==> src/design/kpr_pkg.sv <==
// ============================================================================
// Kermit packet receiver package
// Shared constants, controller state encoding and the command and status
// structs that join the controller to the datapath.
// ============================================================================
package kpr_pkg;

    // Receive buffer depth and derived widths.
    localparam int PACKET_BYTES = 32;
    localparam int BUF_AW       = $clog2(PACKET_BYTES);
    localparam int CNT_W        = $clog2(PACKET_BYTES + 1);

    // Reply packet geometry.
    localparam int REPLY_BYTES = 6;
    localparam int REP_W       = $clog2(REPLY_BYTES);

    localparam logic [REP_W-1:0] REP_MARK  = REP_W'(0);
    localparam logic [REP_W-1:0] REP_LEN   = REP_W'(1);
    localparam logic [REP_W-1:0] REP_SEQ   = REP_W'(2);
    localparam logic [REP_W-1:0] REP_TYPE  = REP_W'(3);
    localparam logic [REP_W-1:0] REP_CHECK = REP_W'(4);
    localparam logic [REP_W-1:0] REP_END   = REP_W'(5);

    // Protocol characters.
    localparam logic [7:0] CH_ACK     = 8'h59;
    localparam logic [7:0] CH_NAK     = 8'h4E;
    localparam logic [7:0] CH_DATA    = 8'h44;
    localparam logic [7:0] CH_BREAK   = 8'h42;
    localparam logic [7:0] CH_PREFIX  = 8'h23;
    localparam logic [7:0] CH_REPLY_LEN = 8'h23;
    localparam logic [7:0] CH_OFFSET  = 8'h20;

    // Configuration register indexes.
    localparam logic [1:0] REG_LOAD_BASE  = 2'd0;
    localparam logic [1:0] REG_START_MARK = 2'd1;
    localparam logic [1:0] REG_END_MARK   = 2'd2;

    localparam logic [7:0] RST_START_MARK = 8'h01;
    localparam logic [7:0] RST_END_MARK   = 8'h0D;

    typedef enum logic [11:0] {
        S_HUNT     = 12'b0000_0000_0001,
        S_LEN      = 12'b0000_0000_0010,
        S_SEQ      = 12'b0000_0000_0100,
        S_TYPE     = 12'b0000_0000_1000,
        S_DATA     = 12'b0000_0001_0000,
        S_CHK      = 12'b0000_0010_0000,
        S_REPLY    = 12'b0000_0100_0000,
        S_DR_RD    = 12'b0000_1000_0000,
        S_DR_EVAL  = 12'b0001_0000_0000,
        S_FLUSH    = 12'b0010_0000_0000,
        S_DONE     = 12'b0100_0000_0000,
        S_SPARE    = 12'b1000_0000_0000
    } t_state;

    typedef struct packed {
        logic start;      // start mark seen, clear packet counters
        logic len;        // length byte
        logic seq;        // sequence byte
        logic typ;        // type byte
        logic data;       // data byte to sum and buffer
        logic chk_rd;     // read the check byte from the buffer
        logic chk;        // evaluate the block check
        logic rep_push;   // push the next reply byte
        logic drain_init; // rewind the buffer read index
        logic dr_rd;      // read the buffer at the drain index
        logic esc_set;    // prefix seen, skip it
        logic dr_push;    // push one decoded memory write
        logic flush;      // release the held result as the last one
    } t_dp_cmd;

    typedef struct packed {
        logic is_start;
        logic is_end;
        logic good;
        logic brk;
        logic is_dtype;
        logic rep_last;
        logic drain_done;
        logic is_prefix;
        logic esc;
        logic push_ok;
        logic out_free;
        logic p_valid;
    } t_dp_status;

    // Type-1 block check of an 8-bit sum.
    function automatic logic [7:0] type1_check(input logic [7:0] s);
        logic [7:0] t;
        t = s + {6'd0, s[7:6]};
        return CH_OFFSET + {2'b00, t[5:0]};
    endfunction

endpackage

==> src/design/kpr_ctrl.sv <==
// ============================================================================
// Kermit packet receiver controller
// One-hot state machine that sequences header parsing, the block check, the
// reply packet and the decode of buffered data into memory writes.
// ============================================================================
module kpr_ctrl (
    input  logic                  i_clk,
    input  logic                  i_rst_n,
    input  logic                  i_valid,
    output logic                  o_stall,
    input  kpr_pkg::t_dp_status   i_status,
    output kpr_pkg::t_dp_cmd      o_cmd
);

    kpr_pkg::t_state r_state;
    kpr_pkg::t_state n_state;
    logic            w_accept;

    always_ff @(posedge i_clk) begin
        if (!i_rst_n) begin
            r_state <= kpr_pkg::S_HUNT;
        end else begin
            r_state <= n_state;
        end
    end

    always_comb begin
        o_stall = !((r_state == kpr_pkg::S_HUNT) || (r_state == kpr_pkg::S_LEN) ||
                    (r_state == kpr_pkg::S_SEQ)  || (r_state == kpr_pkg::S_TYPE) ||
                    (r_state == kpr_pkg::S_DATA) || (r_state == kpr_pkg::S_DONE));
    end

    assign w_accept = i_valid && !o_stall;

    always_comb begin
        n_state = r_state;
        o_cmd   = '0;
        case (r_state)
            kpr_pkg::S_HUNT: begin
                if (w_accept && i_status.is_start) begin
                    o_cmd.start = 1'b1;
                    n_state     = kpr_pkg::S_LEN;
                end
            end
            kpr_pkg::S_LEN: begin
                if (w_accept) begin
                    o_cmd.len = 1'b1;
                    n_state   = kpr_pkg::S_SEQ;
                end
            end
            kpr_pkg::S_SEQ: begin
                if (w_accept) begin
                    o_cmd.seq = 1'b1;
                    n_state   = kpr_pkg::S_TYPE;
                end
            end
            kpr_pkg::S_TYPE: begin
                if (w_accept) begin
                    o_cmd.typ = 1'b1;
                    n_state   = kpr_pkg::S_DATA;
                end
            end
            kpr_pkg::S_DATA: begin
                if (w_accept) begin
                    if (i_status.is_end) begin
                        o_cmd.chk_rd = 1'b1;
                        n_state      = kpr_pkg::S_CHK;
                    end else begin
                        o_cmd.data = 1'b1;
                    end
                end
            end
            kpr_pkg::S_CHK: begin
                o_cmd.chk = 1'b1;
                n_state   = kpr_pkg::S_REPLY;
            end
            kpr_pkg::S_REPLY: begin
                if (i_status.push_ok) begin
                    o_cmd.rep_push = 1'b1;
                    if (i_status.rep_last) begin
                        if (!i_status.brk && i_status.good && i_status.is_dtype) begin
                            o_cmd.drain_init = 1'b1;
                            n_state          = kpr_pkg::S_DR_RD;
                        end else begin
                            n_state = kpr_pkg::S_FLUSH;
                        end
                    end
                end
            end
            kpr_pkg::S_DR_RD: begin
                if (i_status.drain_done) begin
                    n_state = kpr_pkg::S_FLUSH;
                end else begin
                    o_cmd.dr_rd = 1'b1;
                    n_state     = kpr_pkg::S_DR_EVAL;
                end
            end
            kpr_pkg::S_DR_EVAL: begin
                if (!i_status.esc && i_status.is_prefix) begin
                    o_cmd.esc_set = 1'b1;
                    n_state       = kpr_pkg::S_DR_RD;
                end else if (i_status.push_ok) begin
                    o_cmd.dr_push = 1'b1;
                    n_state       = kpr_pkg::S_DR_RD;
                end
            end
            kpr_pkg::S_FLUSH: begin
                if (i_status.out_free) begin
                    o_cmd.flush = 1'b1;
                    n_state     = i_status.brk ? kpr_pkg::S_DONE : kpr_pkg::S_HUNT;
                end
            end
            kpr_pkg::S_DONE: begin
                n_state = kpr_pkg::S_DONE;
            end
            default: begin
                n_state = kpr_pkg::S_HUNT;
            end
        endcase
    end

endmodule

==> src/design/kpr_datapath.sv <==
// ============================================================================
// Kermit packet receiver datapath
// Running sum, header registers, receive buffer memory, reply byte builder,
// prefix decoder, and the held-result and output registers.
// ============================================================================
module kpr_datapath (
    input  logic                  i_clk,
    input  logic                  i_rst_n,
    input  kpr_pkg::t_dp_cmd      i_cmd,
    output kpr_pkg::t_dp_status   o_status,
    input  logic [7:0]            i_rx_byte,
    input  logic [31:0]           i_load_base,
    input  logic [7:0]            i_start_mark,
    input  logic [7:0]            i_end_mark,
    input  logic                  i_stall,
    output logic                  o_valid,
    output logic                  o_kind,
    output logic [7:0]            o_value,
    output logic [31:0]           o_address,
    output logic                  o_last,
    output logic                  o_finished
);

    logic [7:0]                  r_mem [kpr_pkg::PACKET_BYTES];
    logic [7:0]                  r_rdata;
    logic [7:0]                  r_sum;
    logic [5:0]                  r_seq;
    logic [7:0]                  r_type;
    logic [kpr_pkg::CNT_W-1:0]   r_bc;
    logic                        r_ovf;
    logic [31:0]                 r_woff;
    logic                        r_good;
    logic [kpr_pkg::REP_W-1:0]   r_rep_idx;
    logic [kpr_pkg::CNT_W-1:0]   r_idx;
    logic                        r_esc;

    logic                        r_p_valid;
    logic                        r_p_kind;
    logic [7:0]                  r_p_value;
    logic [31:0]                 r_p_addr;

    logic                        r_out_valid;
    logic                        r_out_kind;
    logic [7:0]                  r_out_value;
    logic [31:0]                 r_out_addr;
    logic                        r_out_last;
    logic                        r_out_finished;

    logic [kpr_pkg::CNT_W-1:0]   w_bc_m1;
    logic [kpr_pkg::BUF_AW-1:0]  w_rd_addr;
    logic [7:0]                  w_tseq;
    logic [7:0]                  w_rtype;
    logic [7:0]                  w_rcs;
    logic [7:0]                  w_rep_value;
    logic [7:0]                  w_dec_value;
    logic                        w_brk;
    logic                        w_out_free;
    logic                        w_push;
    logic                        w_move;

    assign w_bc_m1   = r_bc - kpr_pkg::CNT_W'(1);
    assign w_rd_addr = i_cmd.dr_rd ? r_idx[kpr_pkg::BUF_AW-1:0]
                                   : w_bc_m1[kpr_pkg::BUF_AW-1:0];
    assign w_brk     = (r_type == kpr_pkg::CH_BREAK);

    // Receive buffer: one write port, one registered read port.
    always_ff @(posedge i_clk) begin
        if (i_cmd.data && (r_bc < kpr_pkg::CNT_W'(kpr_pkg::PACKET_BYTES))) begin
            r_mem[r_bc[kpr_pkg::BUF_AW-1:0]] <= i_rx_byte;
        end
        if (i_cmd.chk_rd || i_cmd.dr_rd) begin
            r_rdata <= r_mem[w_rd_addr];
        end
    end

    // Reply byte builder.
    always_comb begin
        w_tseq  = {2'b00, r_seq} + kpr_pkg::CH_OFFSET;
        w_rtype = r_good ? kpr_pkg::CH_ACK : kpr_pkg::CH_NAK;
        w_rcs   = kpr_pkg::type1_check(kpr_pkg::CH_REPLY_LEN + w_tseq + w_rtype);
        case (r_rep_idx)
            kpr_pkg::REP_MARK:  w_rep_value = i_start_mark;
            kpr_pkg::REP_LEN:   w_rep_value = kpr_pkg::CH_REPLY_LEN;
            kpr_pkg::REP_SEQ:   w_rep_value = w_tseq;
            kpr_pkg::REP_TYPE:  w_rep_value = w_rtype;
            kpr_pkg::REP_CHECK: w_rep_value = w_rcs;
            kpr_pkg::REP_END:   w_rep_value = i_end_mark;
            default:            w_rep_value = 8'h00;
        endcase
    end

    // Undo prefix quoting of the character that follows a prefix.
    always_comb begin
        w_dec_value = r_rdata;
        if (r_esc) begin
            if (r_rdata[6:5] == 2'b10) begin
                w_dec_value = r_rdata & 8'hBF;
            end else if ((r_rdata == 8'h3F) || (r_rdata == 8'hBF)) begin
                w_dec_value = r_rdata | 8'h40;
            end
        end
    end

    assign w_out_free = !r_out_valid || !i_stall;
    assign w_push     = i_cmd.rep_push || i_cmd.dr_push;
    assign w_move     = (w_push && r_p_valid) || i_cmd.flush;

    always_comb begin
        o_status.is_start   = (i_rx_byte == i_start_mark);
        o_status.is_end     = (i_rx_byte == i_end_mark);
        o_status.good       = r_good;
        o_status.brk        = w_brk;
        o_status.is_dtype   = (r_type == kpr_pkg::CH_DATA);
        o_status.rep_last   = (r_rep_idx == kpr_pkg::REP_END);
        o_status.drain_done = (r_idx >= w_bc_m1);
        o_status.is_prefix  = (r_rdata == kpr_pkg::CH_PREFIX);
        o_status.esc        = r_esc;
        o_status.push_ok    = !r_p_valid || w_out_free;
        o_status.out_free   = w_out_free;
        o_status.p_valid    = r_p_valid;
    end

    // Packet parsing and check state.
    always_ff @(posedge i_clk) begin
        if (!i_rst_n) begin
            r_sum     <= '0;
            r_seq     <= '0;
            r_type    <= '0;
            r_bc      <= '0;
            r_ovf     <= 1'b0;
            r_woff    <= '0;
            r_good    <= 1'b0;
            r_rep_idx <= '0;
            r_idx     <= '0;
            r_esc     <= 1'b0;
        end else begin
            if (i_cmd.start) begin
                r_bc  <= '0;
                r_ovf <= 1'b0;
            end
            if (i_cmd.len) begin
                r_sum <= i_rx_byte;
            end
            if (i_cmd.seq) begin
                r_sum <= r_sum + i_rx_byte;
                r_seq <= 6'(i_rx_byte - kpr_pkg::CH_OFFSET);
            end
            if (i_cmd.typ) begin
                r_sum  <= r_sum + i_rx_byte;
                r_type <= i_rx_byte;
            end
            if (i_cmd.data) begin
                r_sum <= r_sum + i_rx_byte;
                if (r_bc < kpr_pkg::CNT_W'(kpr_pkg::PACKET_BYTES)) begin
                    r_bc <= r_bc + kpr_pkg::CNT_W'(1);
                end else begin
                    r_ovf <= 1'b1;
                end
            end
            if (i_cmd.chk) begin
                r_good    <= (r_bc != '0) && !r_ovf &&
                             (kpr_pkg::type1_check(r_sum - r_rdata) == r_rdata);
                r_rep_idx <= '0;
            end
            if (i_cmd.rep_push) begin
                r_rep_idx <= r_rep_idx + kpr_pkg::REP_W'(1);
            end
            if (i_cmd.drain_init) begin
                r_idx <= '0;
                r_esc <= 1'b0;
            end
            if (i_cmd.esc_set) begin
                r_idx <= r_idx + kpr_pkg::CNT_W'(1);
                r_esc <= 1'b1;
            end
            if (i_cmd.dr_push) begin
                r_idx  <= r_idx + kpr_pkg::CNT_W'(1);
                r_esc  <= 1'b0;
                r_woff <= r_woff + 32'd1;
            end
        end
    end

    // The newest result is held back one push so that the final result of a
    // transaction can be marked once the sequence is known to be over.
    always_ff @(posedge i_clk) begin
        if (!i_rst_n) begin
            r_p_valid   <= 1'b0;
            r_out_valid <= 1'b0;
        end else begin
            if (w_push) begin
                r_p_valid <= 1'b1;
            end else if (i_cmd.flush) begin
                r_p_valid <= 1'b0;
            end
            if (w_move) begin
                r_out_valid <= 1'b1;
            end else if (w_out_free) begin
                r_out_valid <= 1'b0;
            end
        end
    end

    always_ff @(posedge i_clk) begin
        if (i_cmd.rep_push) begin
            r_p_kind  <= 1'b0;
            r_p_value <= w_rep_value;
            r_p_addr  <= '0;
        end else if (i_cmd.dr_push) begin
            r_p_kind  <= 1'b1;
            r_p_value <= w_dec_value;
            r_p_addr  <= i_load_base + r_woff;
        end
        if (w_move) begin
            r_out_kind     <= r_p_kind;
            r_out_value    <= r_p_value;
            r_out_addr     <= r_p_addr;
            r_out_last     <= i_cmd.flush;
            r_out_finished <= w_brk;
        end
    end

    assign o_valid    = r_out_valid;
    assign o_kind     = r_out_kind;
    assign o_value    = r_out_value;
    assign o_address  = r_out_addr;
    assign o_last     = r_out_last;
    assign o_finished = r_out_finished;

endmodule

==> src/design/kermit_packet_receiver_unit.sv <==
// ============================================================================
// Kermit packet receiver
// Receive side of the Kermit protocol with type-1 block check, reply packet
// generation and decoded data writes to memory.
// ============================================================================
// Usage:
// Received serial bytes enter on the input channel (i_valid, o_stall,
// i_rx_byte). Each accepted byte is one transaction. Header and data bytes
// are absorbed in the cycle they are accepted and cause no output. The end
// mark of a packet causes a burst of output transactions on (o_valid,
// i_stall, o_kind, o_value, o_address, o_last, o_finished): six reply bytes
// to transmit, then for a good data packet one memory write per decoded
// byte. o_last marks the final output of the burst, and o_finished is set on
// the reply to a break packet, after which all input is taken and ignored.
// Sequence: after an end mark the block runs the block check, pushes the
// reply bytes, then for a good data packet reads and evaluates each data
// byte before the check (a prefix counts as one), ends the drain and
// releases the held final result.
// o_stall stays high during a burst. When the receiver asserts i_stall the
// output register holds its transaction and the burst waits in place.
// Reset (synchronous, active low) returns the parser to start-mark hunting
// and restores the registers: load_base 0, start_mark 0x01, end_mark 0x0D.
// Registers sit on an APB-style port at byte addresses 0, 4 and 8.
// ============================================================================
module kermit_packet_receiver_unit (
    input  logic        i_clk,
    input  logic        i_rst_n,
    // input channel
    input  logic        i_valid,
    output logic        o_stall,
    input  logic [7:0]  i_rx_byte,
    // output channel
    output logic        o_valid,
    input  logic        i_stall,
    output logic        o_kind,
    output logic [7:0]  o_value,
    output logic [31:0] o_address,
    output logic        o_last,
    output logic        o_finished,
    // configuration port
    input  logic        psel,
    input  logic        penable,
    input  logic        pwrite,
    input  logic [3:0]  paddr,
    input  logic [31:0] pwdata,
    output logic [31:0] prdata,
    output logic        pready
);

    logic [31:0]          r_load_base;
    logic [7:0]           r_start_mark;
    logic [7:0]           r_end_mark;
    logic                 w_cfg_wr;
    logic [1:0]           w_cfg_idx;
    kpr_pkg::t_dp_cmd     w_cmd;
    kpr_pkg::t_dp_status  w_status;

    // The configuration port never inserts wait states.
    assign pready    = 1'b1;
    assign w_cfg_wr  = psel && penable && pwrite && pready;
    assign w_cfg_idx = paddr[3:2];

    always_ff @(posedge i_clk) begin
        if (!i_rst_n) begin
            r_load_base  <= '0;
            r_start_mark <= kpr_pkg::RST_START_MARK;
            r_end_mark   <= kpr_pkg::RST_END_MARK;
        end else if (w_cfg_wr) begin
            case (w_cfg_idx)
                kpr_pkg::REG_LOAD_BASE:  r_load_base  <= pwdata;
                kpr_pkg::REG_START_MARK: r_start_mark <= pwdata[7:0];
                kpr_pkg::REG_END_MARK:   r_end_mark   <= pwdata[7:0];
                default: begin
                end
            endcase
        end
    end

    always_comb begin
        case (w_cfg_idx)
            kpr_pkg::REG_LOAD_BASE:  prdata = r_load_base;
            kpr_pkg::REG_START_MARK: prdata = {24'd0, r_start_mark};
            kpr_pkg::REG_END_MARK:   prdata = {24'd0, r_end_mark};
            default:                 prdata = 32'd0;
        endcase
    end

    // The controller sequences the packet; the datapath holds all payload.
    kpr_ctrl u_ctrl (
        .i_clk    (i_clk),
        .i_rst_n  (i_rst_n),
        .i_valid  (i_valid),
        .o_stall  (o_stall),
        .i_status (w_status),
        .o_cmd    (w_cmd)
    );

    kpr_datapath u_datapath (
        .i_clk        (i_clk),
        .i_rst_n      (i_rst_n),
        .i_cmd        (w_cmd),
        .o_status     (w_status),
        .i_rx_byte    (i_rx_byte),
        .i_load_base  (r_load_base),
        .i_start_mark (r_start_mark),
        .i_end_mark   (r_end_mark),
        .i_stall      (i_stall),
        .o_valid      (o_valid),
        .o_kind       (o_kind),
        .o_value      (o_value),
        .o_address    (o_address),
        .o_last       (o_last),
        .o_finished   (o_finished)
    );

    // Input is only taken once every result of the previous burst has left
    // the held-result register.
    a_no_held_when_ready: assert property (@(posedge i_clk) disable iff (!i_rst_n)
        !o_stall |-> !w_status.p_valid)
        else $error("input taken while a result is still held");

    // A break reply carries only transmit bytes.
    a_finished_is_tx: assert property (@(posedge i_clk) disable iff (!i_rst_n)
        (o_valid && o_finished) |-> !o_kind)
        else $error("memory write marked finished");

    // Transmit bytes carry a zero address.
    a_tx_addr_zero: assert property (@(posedge i_clk) disable iff (!i_rst_n)
        (o_valid && !o_kind) |-> (o_address == 32'd0))
        else $error("transmit byte with nonzero address");

    // A release of the held result always lands in the output register.
    a_flush_lands: assert property (@(posedge i_clk) disable iff (!i_rst_n)
        w_cmd.flush |=> (o_valid && o_last))
        else $error("final result not presented after release");

endmodule

==> config.mk <==
export PLATFORM = sky130hd
export DESIGN_NAME = kermit_packet_receiver_unit
export DESIGN_NICKNAME = d
export VERILOG_FILES = /design/src/design/kpr_pkg.sv /design/src/design/kpr_ctrl.sv /design/src/design/kpr_datapath.sv /design/src/design/kermit_packet_receiver_unit.sv
export SDC_FILE = /design/constraint.sdc
export NUM_CORES = 1
export LEC_CHECK = 0
export BUFFER_PORTS_ARGS = -buffer_cell sky130_fd_sc_hd__buf_4
export CAP_MARGIN = 5
export CORE_ASPECT_RATIO = 1.1
export CORE_MARGIN = 1.5
export CORE_UTILIZATION = 40
export DETAILED_ROUTE_END_ITERATION = 16
export GPL_TIMING_DRIVEN = 0
export SYNTH_ARGS = -nofsm -noshare
export SYNTH_HDL_FRONTEND = slang
export SYNTH_SLANG_ARGS = --single-unit
==> constraint.sdc <==
create_clock -name i_clk -period 4.8 [get_ports i_clk]
set_clock_uncertainty 0.05 [all_clocks]
set_input_delay 0.24 -clock i_clk [delete_from_list [all_inputs] [get_ports i_clk]]
set_output_delay 0.24 -clock i_clk [all_outputs]
set_load 0.005 [all_outputs]
### Yosys cells after proc, flatten, opt, wreduce, memory -nomap -nowiden

Memory sizes are Yosys's and may differ from the RTL's. A register that Yosys moved wholly into a read port is not among the register bits.
Index checks and enable logic that the tools add are counted.

| word-level totals | value |
|---|---|
| input bits | 51 |
| latch bits | 0 |
| memories kept | 1 |
| output and inout bits | 78 |
| bits in writable memories | 256 |
| register bits after elaboration | 218 |
| ROM bits | 0 |

Memory list:

| memory | depth | width | rd ports | clocked after memory_dff | wr ports | line | source |
|---|---|---|---|---|---|---|---|
| u_datapath.r_mem | 32 | 8 | 1 | 1 | 1 | kpr_datapath.sv:24 | `logic [7:0] r_mem [kpr_pkg::PACKET_BYTES];` |

| operators by class | value |
|---|---|
| multipliers | 0 |
| multiplexer cells | 70 |
| divide/modulo/power cells | 0 |
| shift-type cells | 0 |
| equality and inequality tests | 37 |
| $lt $le $gt $ge | 2 |
| add/sub/neg operators | 16 |
| bitwise logic cells | 1 |
| reductions and logical operators | 44 |

Operator list:

| kind | count |
|---|---|
| 12-bit two-way mux | 11 |
| 12-bit case mux with 11 select lines | 1 |
| 32-bit case mux with 3 select lines | 1 |
| 8-bit two-way mux | 6 |
| 8-bit case mux with 6 select lines | 1 |
| 6-bit two-way mux | 6 |
| 32-bit by 1-bit adder with 32-bit output, second input constant | 1 |
| 32-bit adder | 1 |
| 1-bit two-way mux | 29 |
| 7-bit two-way mux | 3 |
| 10-bit two-way mux | 2 |
| 8-bit by 6-bit == test with 1-bit output, second input constant | 2 |
| 8-bit by 7-bit == test with 1-bit output, second input constant | 2 |
| 8-bit == test | 2 |
| 2-bit by 1-bit inequality test with 1-bit output, second input constant | 8 |
| 6-bit by 6-bit adder with 7-bit output, first input constant | 2 |
| 6-bit by 1-bit adder with 6-bit output, second input constant | 2 |
| 6-bit by 2-bit adder with 6-bit output | 2 |
| 12-bit by 1-bit == test with 1-bit output, second input constant | 1 |
| 12-bit by 10-bit == test with 1-bit output, second input constant | 1 |
| 12-bit by 11-bit == test with 1-bit output, second input constant | 1 |
| 12-bit by 2-bit == test with 1-bit output, second input constant | 1 |
| 12-bit by 3-bit == test with 1-bit output, second input constant | 1 |
| 12-bit by 4-bit == test with 1-bit output, second input constant | 1 |
| other kinds (41) | 82 |

### Logic depth before layout (Yosys ltp)

| logic depth | value |
|---|---|
| depth in word-level cells | 13 |
| mapped depth | 19 |

### Cells and area by module

Synthesis repeated with hierarchy kept, for this count alone.

| second synthesis, totals | value |
|---|---|
| cells, all modules | 1844 |
| area, all modules | 22725.5 sq um |

By module, submodules not included:

| module | cells each | sequential area each (sq um) | times used | area each (sq um) |
|---|---|---|---|---|
| kpr_datapath | 1456 | 11601.1 | 1 | 19501.2 |
| kermit_packet_receiver_unit | 255 | 960.9 | 1 | 2243.4 |
| kpr_ctrl | 133 | 220.2 | 1 | 980.9 |

### Least setup slack after synthesis

No wires, ideal clock.

| timing | value |
|---|---|
| path type | register -> register |
| from | register u_datapath.r_good |
| to | register u_datapath.r_p_value[6], data pin |
| library setup time | 0.293 ns |
| buffers on the path | 0 |
| stages on the path, launching flop included | 18 |
| required time | 4.457 ns |
| slack | 1.094 ns |
| clock period less this slack | 3.706 ns |
| arrival time | 3.363 ns |
| path through | dfxtp_1 -> inv_1 -> ha_1 -> ha_1 -> a21oi_1 -> nand2_1 -> a21o_1 -> a21o_1 -> ha_1 -> o21a_1 -> and4_1 -> a2111oi_0 -> o21ai_0 -> xor2_1 -> nand2_1 -> o21ai_0 -> a211oi_1 -> o22ai_1 |

| on the way | value |
|---|---|
| word-level cells in the longest chain between the ends | 6 |

RTL lines:

| item | line | source |
|---|---|---|
| start: declaration | kpr_datapath.sv:32 | `logic r_good;` |
| start signal: assignment | kpr_datapath.sv:161 | `r_good <= (r_bc != '0) && !r_ovf &&` |
| 5-bit two-way mux | kpr_datapath.sv:79 | `w_rtype = r_good ? kpr_pkg::CH_ACK : kpr_pkg::CH_NAK;` |
| 8-bit by 7-bit adder with 8-bit output | kpr_datapath.sv:80 | `w_rcs = kpr_pkg::type1_check(kpr_pkg::CH_REPLY_LEN + w_tseq + w_rtype);` |
| 6-bit by 2-bit adder with 6-bit output | kpr_pkg.sv:90 | `t = s + {6'd0, s[7:6]};` |
| 6-bit by 6-bit adder with 7-bit output | kpr_pkg.sv:91 | `return CH_OFFSET + {2'b00, t[5:0]};` |
| 8-bit case mux with 6 select lines | kpr_datapath.sv:81 | `case (r_rep_idx)` |
| 8-bit two-way mux | kpr_datapath.sv:205 | `if (i_cmd.rep_push) begin` |
| end signal: assignment | kpr_datapath.sv:207 | `r_p_value <= w_rep_value;` |
| end signal: assignment | kpr_datapath.sv:211 | `r_p_value <= w_dec_value;` |
| end: declaration | kpr_datapath.sv:39 | `logic [7:0] r_p_value;` |

No other way between the ends.
A chain may end at the register's enable or synchronous reset.

### Worst setup path in the final report

| timing | value |
|---|---|
| from | register u_datapath.r_bc[3] in the netlist's numbering |
| to | register u_datapath.r_rdata[1] (read register of u_datapath.r_mem), data pin |

| on the way | value |
|---|---|
| word-level cells in the longest chain between the ends | 5 |

RTL lines:

| item | line | source |
|---|---|---|
| start: declaration | kpr_datapath.sv:29 | `logic [kpr_pkg::CNT_W-1:0] r_bc;` |
| start signal: assignment | kpr_datapath.sv:155 | `r_bc <= r_bc + kpr_pkg::CNT_W'(1);` |
| 6-bit by 1-bit subtractor with 6-bit output * | kpr_datapath.sv:61 | `assign w_bc_m1 = r_bc - kpr_pkg::CNT_W'(1);` |
| 6-bit greater-or-equal comparator | kpr_datapath.sv:115 | `o_status.drain_done = (r_idx >= w_bc_m1);` |
| 1-bit two-way mux | kpr_ctrl.sv:91 | `if (i_status.drain_done) begin` |
| 1-bit two-way mux | kpr_ctrl.sv:38 | `case (r_state)` |
| 5-bit two-way mux / 1-bit logical OR (equally long branches) | kpr_datapath.sv:62, kpr_datapath.sv:71 |  |
| end: declaration | kpr_datapath.sv:25 | `logic [7:0] r_rdata;` |

Mark *: on every way between the ends. The rest lies on a longest branch, timed or not.

==> impl_metrics.yaml <==
setup_path:
  worstPathArrival_ns: 4.77
  max_stage_delay_ns: 0.46
  cp_data_required_time_ns: 5.02
  critPathTopFamily: "simple AND/OR/NAND/NOR gates"
  crit_path_start_kind: "register"
  critical_path_class: "register to register"
  critPathBufInv: 4
  worstSetupEndpointType: "register"
  crit_chain: "clkbuf_1 -> or3_1 -> clkbuf_1 -> nor3_1 -> xnor2_1 -> ha_1 -> o21a_1 -> nand2_1 -> o21ai_1 -> nor2_2 -> buf_4 -> o31ai_2 -> clkbuf_2 -> a32oi_1 -> nand4_1 -> nand4_1"
  critical_path.max_fanout: 10
  cp_slowest_cell: "o31ai_2"
logic_synthesis:
  synth_cell_types: 80
  seq_area_frac_synth_pct: 57.01
  yosys.area.top_type_share_pct: 42.19
  synth-edff-count: 315
  synth-async-reset-ratio_pct: 0
  yosys_warnings: 0
  yosys.area.top_type: "edfxtp_1"
  synth.avg_cell_area_um2: 10.36
  synth_area_um2: 22420
  syn-num-nets: 2298
  ys.flop_type: "edfxtp_1"
  syn_inst: 2165
  synth_seq_cells: 481
  ys_top_cells_by_area: "edfxtp_1 (42%), dfxtp_1 (15%), nand2_1 (7.1%)"
routing:
  wire_per_inst_um: 20.42
  drtIter0Drc: 1294
  drcViolationCount: 0
  drt-total-wl_um: 64420
  drtPass1Iterations: 5
  vias: 17134
  postRouteAntennaNets: 0
  via_per_inst: 5.432
cells_and_area:
  antenna_cells: 0
  stdcell_area_um2: 26340
  post_route_cells_drive_above_1_share_pct: 11.54
  nets: 2511
  instances_no_fill: 3154
  area_delta_synth_final_pct: 17.47
  final_common_cell: "nand2_1"
  most-common-layout-cells: "nand2_1 (424), edfxtp_1 (315), dfxtp_1 (166)"
  final_util_pct: 47.73
flow_run:
  drv_cap: 0
timing:
  period_share_pct: 94.65
  post-route-min-period_ns: 4.543
  finalSetupTns_ns: 0
  hold_viol: 0
  tightestPinTransition_ns: 1.231
  drv_slew: 0
  grt_setup_unrepaired: "no"
  max_freq_mhz: 220.1
  setup_viol: 0
  relSlewSlack_pct: 17.06
global_route:
  grtUsageTotal_pct: 22.07
  grt_pass1_vias: 17008
  grt_pass1_wl_um: 98050
  grt-ovfl-total: 0
  grt_max_degree: 39
  antenna_found_initial: 0
pwr:
  p_seq_share_pct: 52.2
  switchingPower_mw: 1.788
  irDropWorstVdd_mv: 0.3041
  power_density_nw_per_um2: 321.2
  combinationalPowerShare_pct: 2.5
  p_int_mw: 6.673
  p_leak_nw: 9.584
  p_sw_share_pct: 21.14
  p_clk_share_pct: 45.4
  total_power_mw: 8.461
cts:
  h-tree-depth: 2
  clockRootBuffer: "clkbuf_16"
  numCtsBuffers: 50
  clock_path_buffers: 3
  clkLatencyLatePin_ns: 0.60
  clock-sinks: 481
  clk_pin_slew_ns: 0.06
  cts_tree: "built"
floorplan:
  coreArea_um2: 55180
  die_w_um: 228.7
  num_rows: 90
  die_y_um: 251.3
  fp.dieArea_um2: 57480
  start_util_pct: 40.63
  ios: 129
hold_path:
  hold_path_class: "input port to register"
place:
  dpl_cell_area_um2: 24310
  gp_congestion: 0.9039
  io_buffers: 125
  dp_hpwl_um: 45570
  dp_cells: 3027
run_status:
  status: "finished, final reports clean"
## worst min-delay path, cell delays in order
cell and delay [ns]:
buf_4 0.10, nor3_2 0.13, nand2_1 0.10, a21oi_1 0.05
## worst paths after layout
path | from | end | slack [ns] | cells past startpoint
min reg2reg | u_datapath.r_p_value[0] | u_datapath.o_value[0] | 0.37 | 0
max | u_datapath.r_bc[3] | u_datapath.r_rdata[1] | 0.26 | 16
min | paddr[2] | r_load_base[0] | 0.04 | 4
max reg2reg | u_datapath.r_bc[3] | u_datapath.r_rdata[1] | 0.26 | 16
## state kept, by name, indices dropped and copies added, names as in the netlist, 11 cells and up
signal                flops
u_datapath.o_address     32
u_ctrl.r_state           11
u_datapath.r_mem        256
u_datapath.r_p_addr      32
r_load_base              32
u_datapath.r_woff        32
## layer usage
layer	up-vias	GRT usage, %	wire length, um
li1	8198	-	-
met1	8291	28.41	27690
met2	527	37.48	31090
met3	118	3.448	3525
met4	0	8.155	2121
met5	-	0	0
## Yosys cell counts (24+ instances only)
cell type and number:
a21oi_1 130, and2_1 29, nand3_1 140, edfxtp_1 315
clkbuf_1 71, xnor2_1 49, mux2i_1 51, nand4_1 59
nand2_1 425, o21ai_0 59, buf_2 24, inv_1 54
xor2_1 52, dfxtp_1 166, a31oi_1 27, nor2_1 157
ha_1 77
## cell type report
type / count / area [um2]
Clock inverter: 33 / 281.5
Multi-Input combinational cell: 1521 / 9035
Sequential cell: 481 / 12780
Inverter: 55 / 206.4
Buffer: 108 / 481.7
Clock buffer: 59 / 1326
Timing Repair Buffer: 161 / 1304
Tap cell: 736 / 920.9
Fill cell: 5146 / 28840
## power by group through the flow
stage / Clock (mW) / Sequential [mW] / Combinational, mW
floorplan: 0 / 4.50 / 0.0660
global placement: 0 / 4.50 / 0.184
detailed placement: 0 / 4.50 / 0.189
CTS: 3.89 / 4.41 / 0.211
global route: 4.06 / 4.41 / 0.227
finish: 3.84 / 4.41 / 0.211
## timing repair
item / CTS / global route
endpoints found under the hold margin: 49 / 0
pin swaps: 0 / 1
setup buffers: 0 / 2
resized for setup: 8 / 19
hold buffers: 33 / 0
setup endpoints to repair: 8 / 9
## cells by family (layout without fill, tap and decap cells)
| kind of cell | after synthesis | after routing | share of synthesized area, % |
|---|---|---|---|
| compound gates | 349 | 349 | 9.721 |
| xor+xnor | 101 | 101 | 3.945 |
| fa+ha+maj | 82 | 82 | 4.743 |
| buf+inv | 163 | 416 | 3.013 |
| flops | 481 | 481 | 57.01 |
| mux | 54 | 54 | 2.427 |
| other cells | 1 | 1 | 0.01673 |
| simple gates | 934 | 934 | 19.12 |
## metrics by stage
stage | worst slack [ns] | hold slack, ns
after floorplan | 1.094 | 0.2889
after global placement | -0.2387 | 0.3533
after detailed placement | -0.3884 | 0.3552
after CTS | 0.004527 | 0.01753
after global routing | 0.07319 | 0.03752
final | 0.2566 | 0.04208
Power figures use the tool's default switching activity.
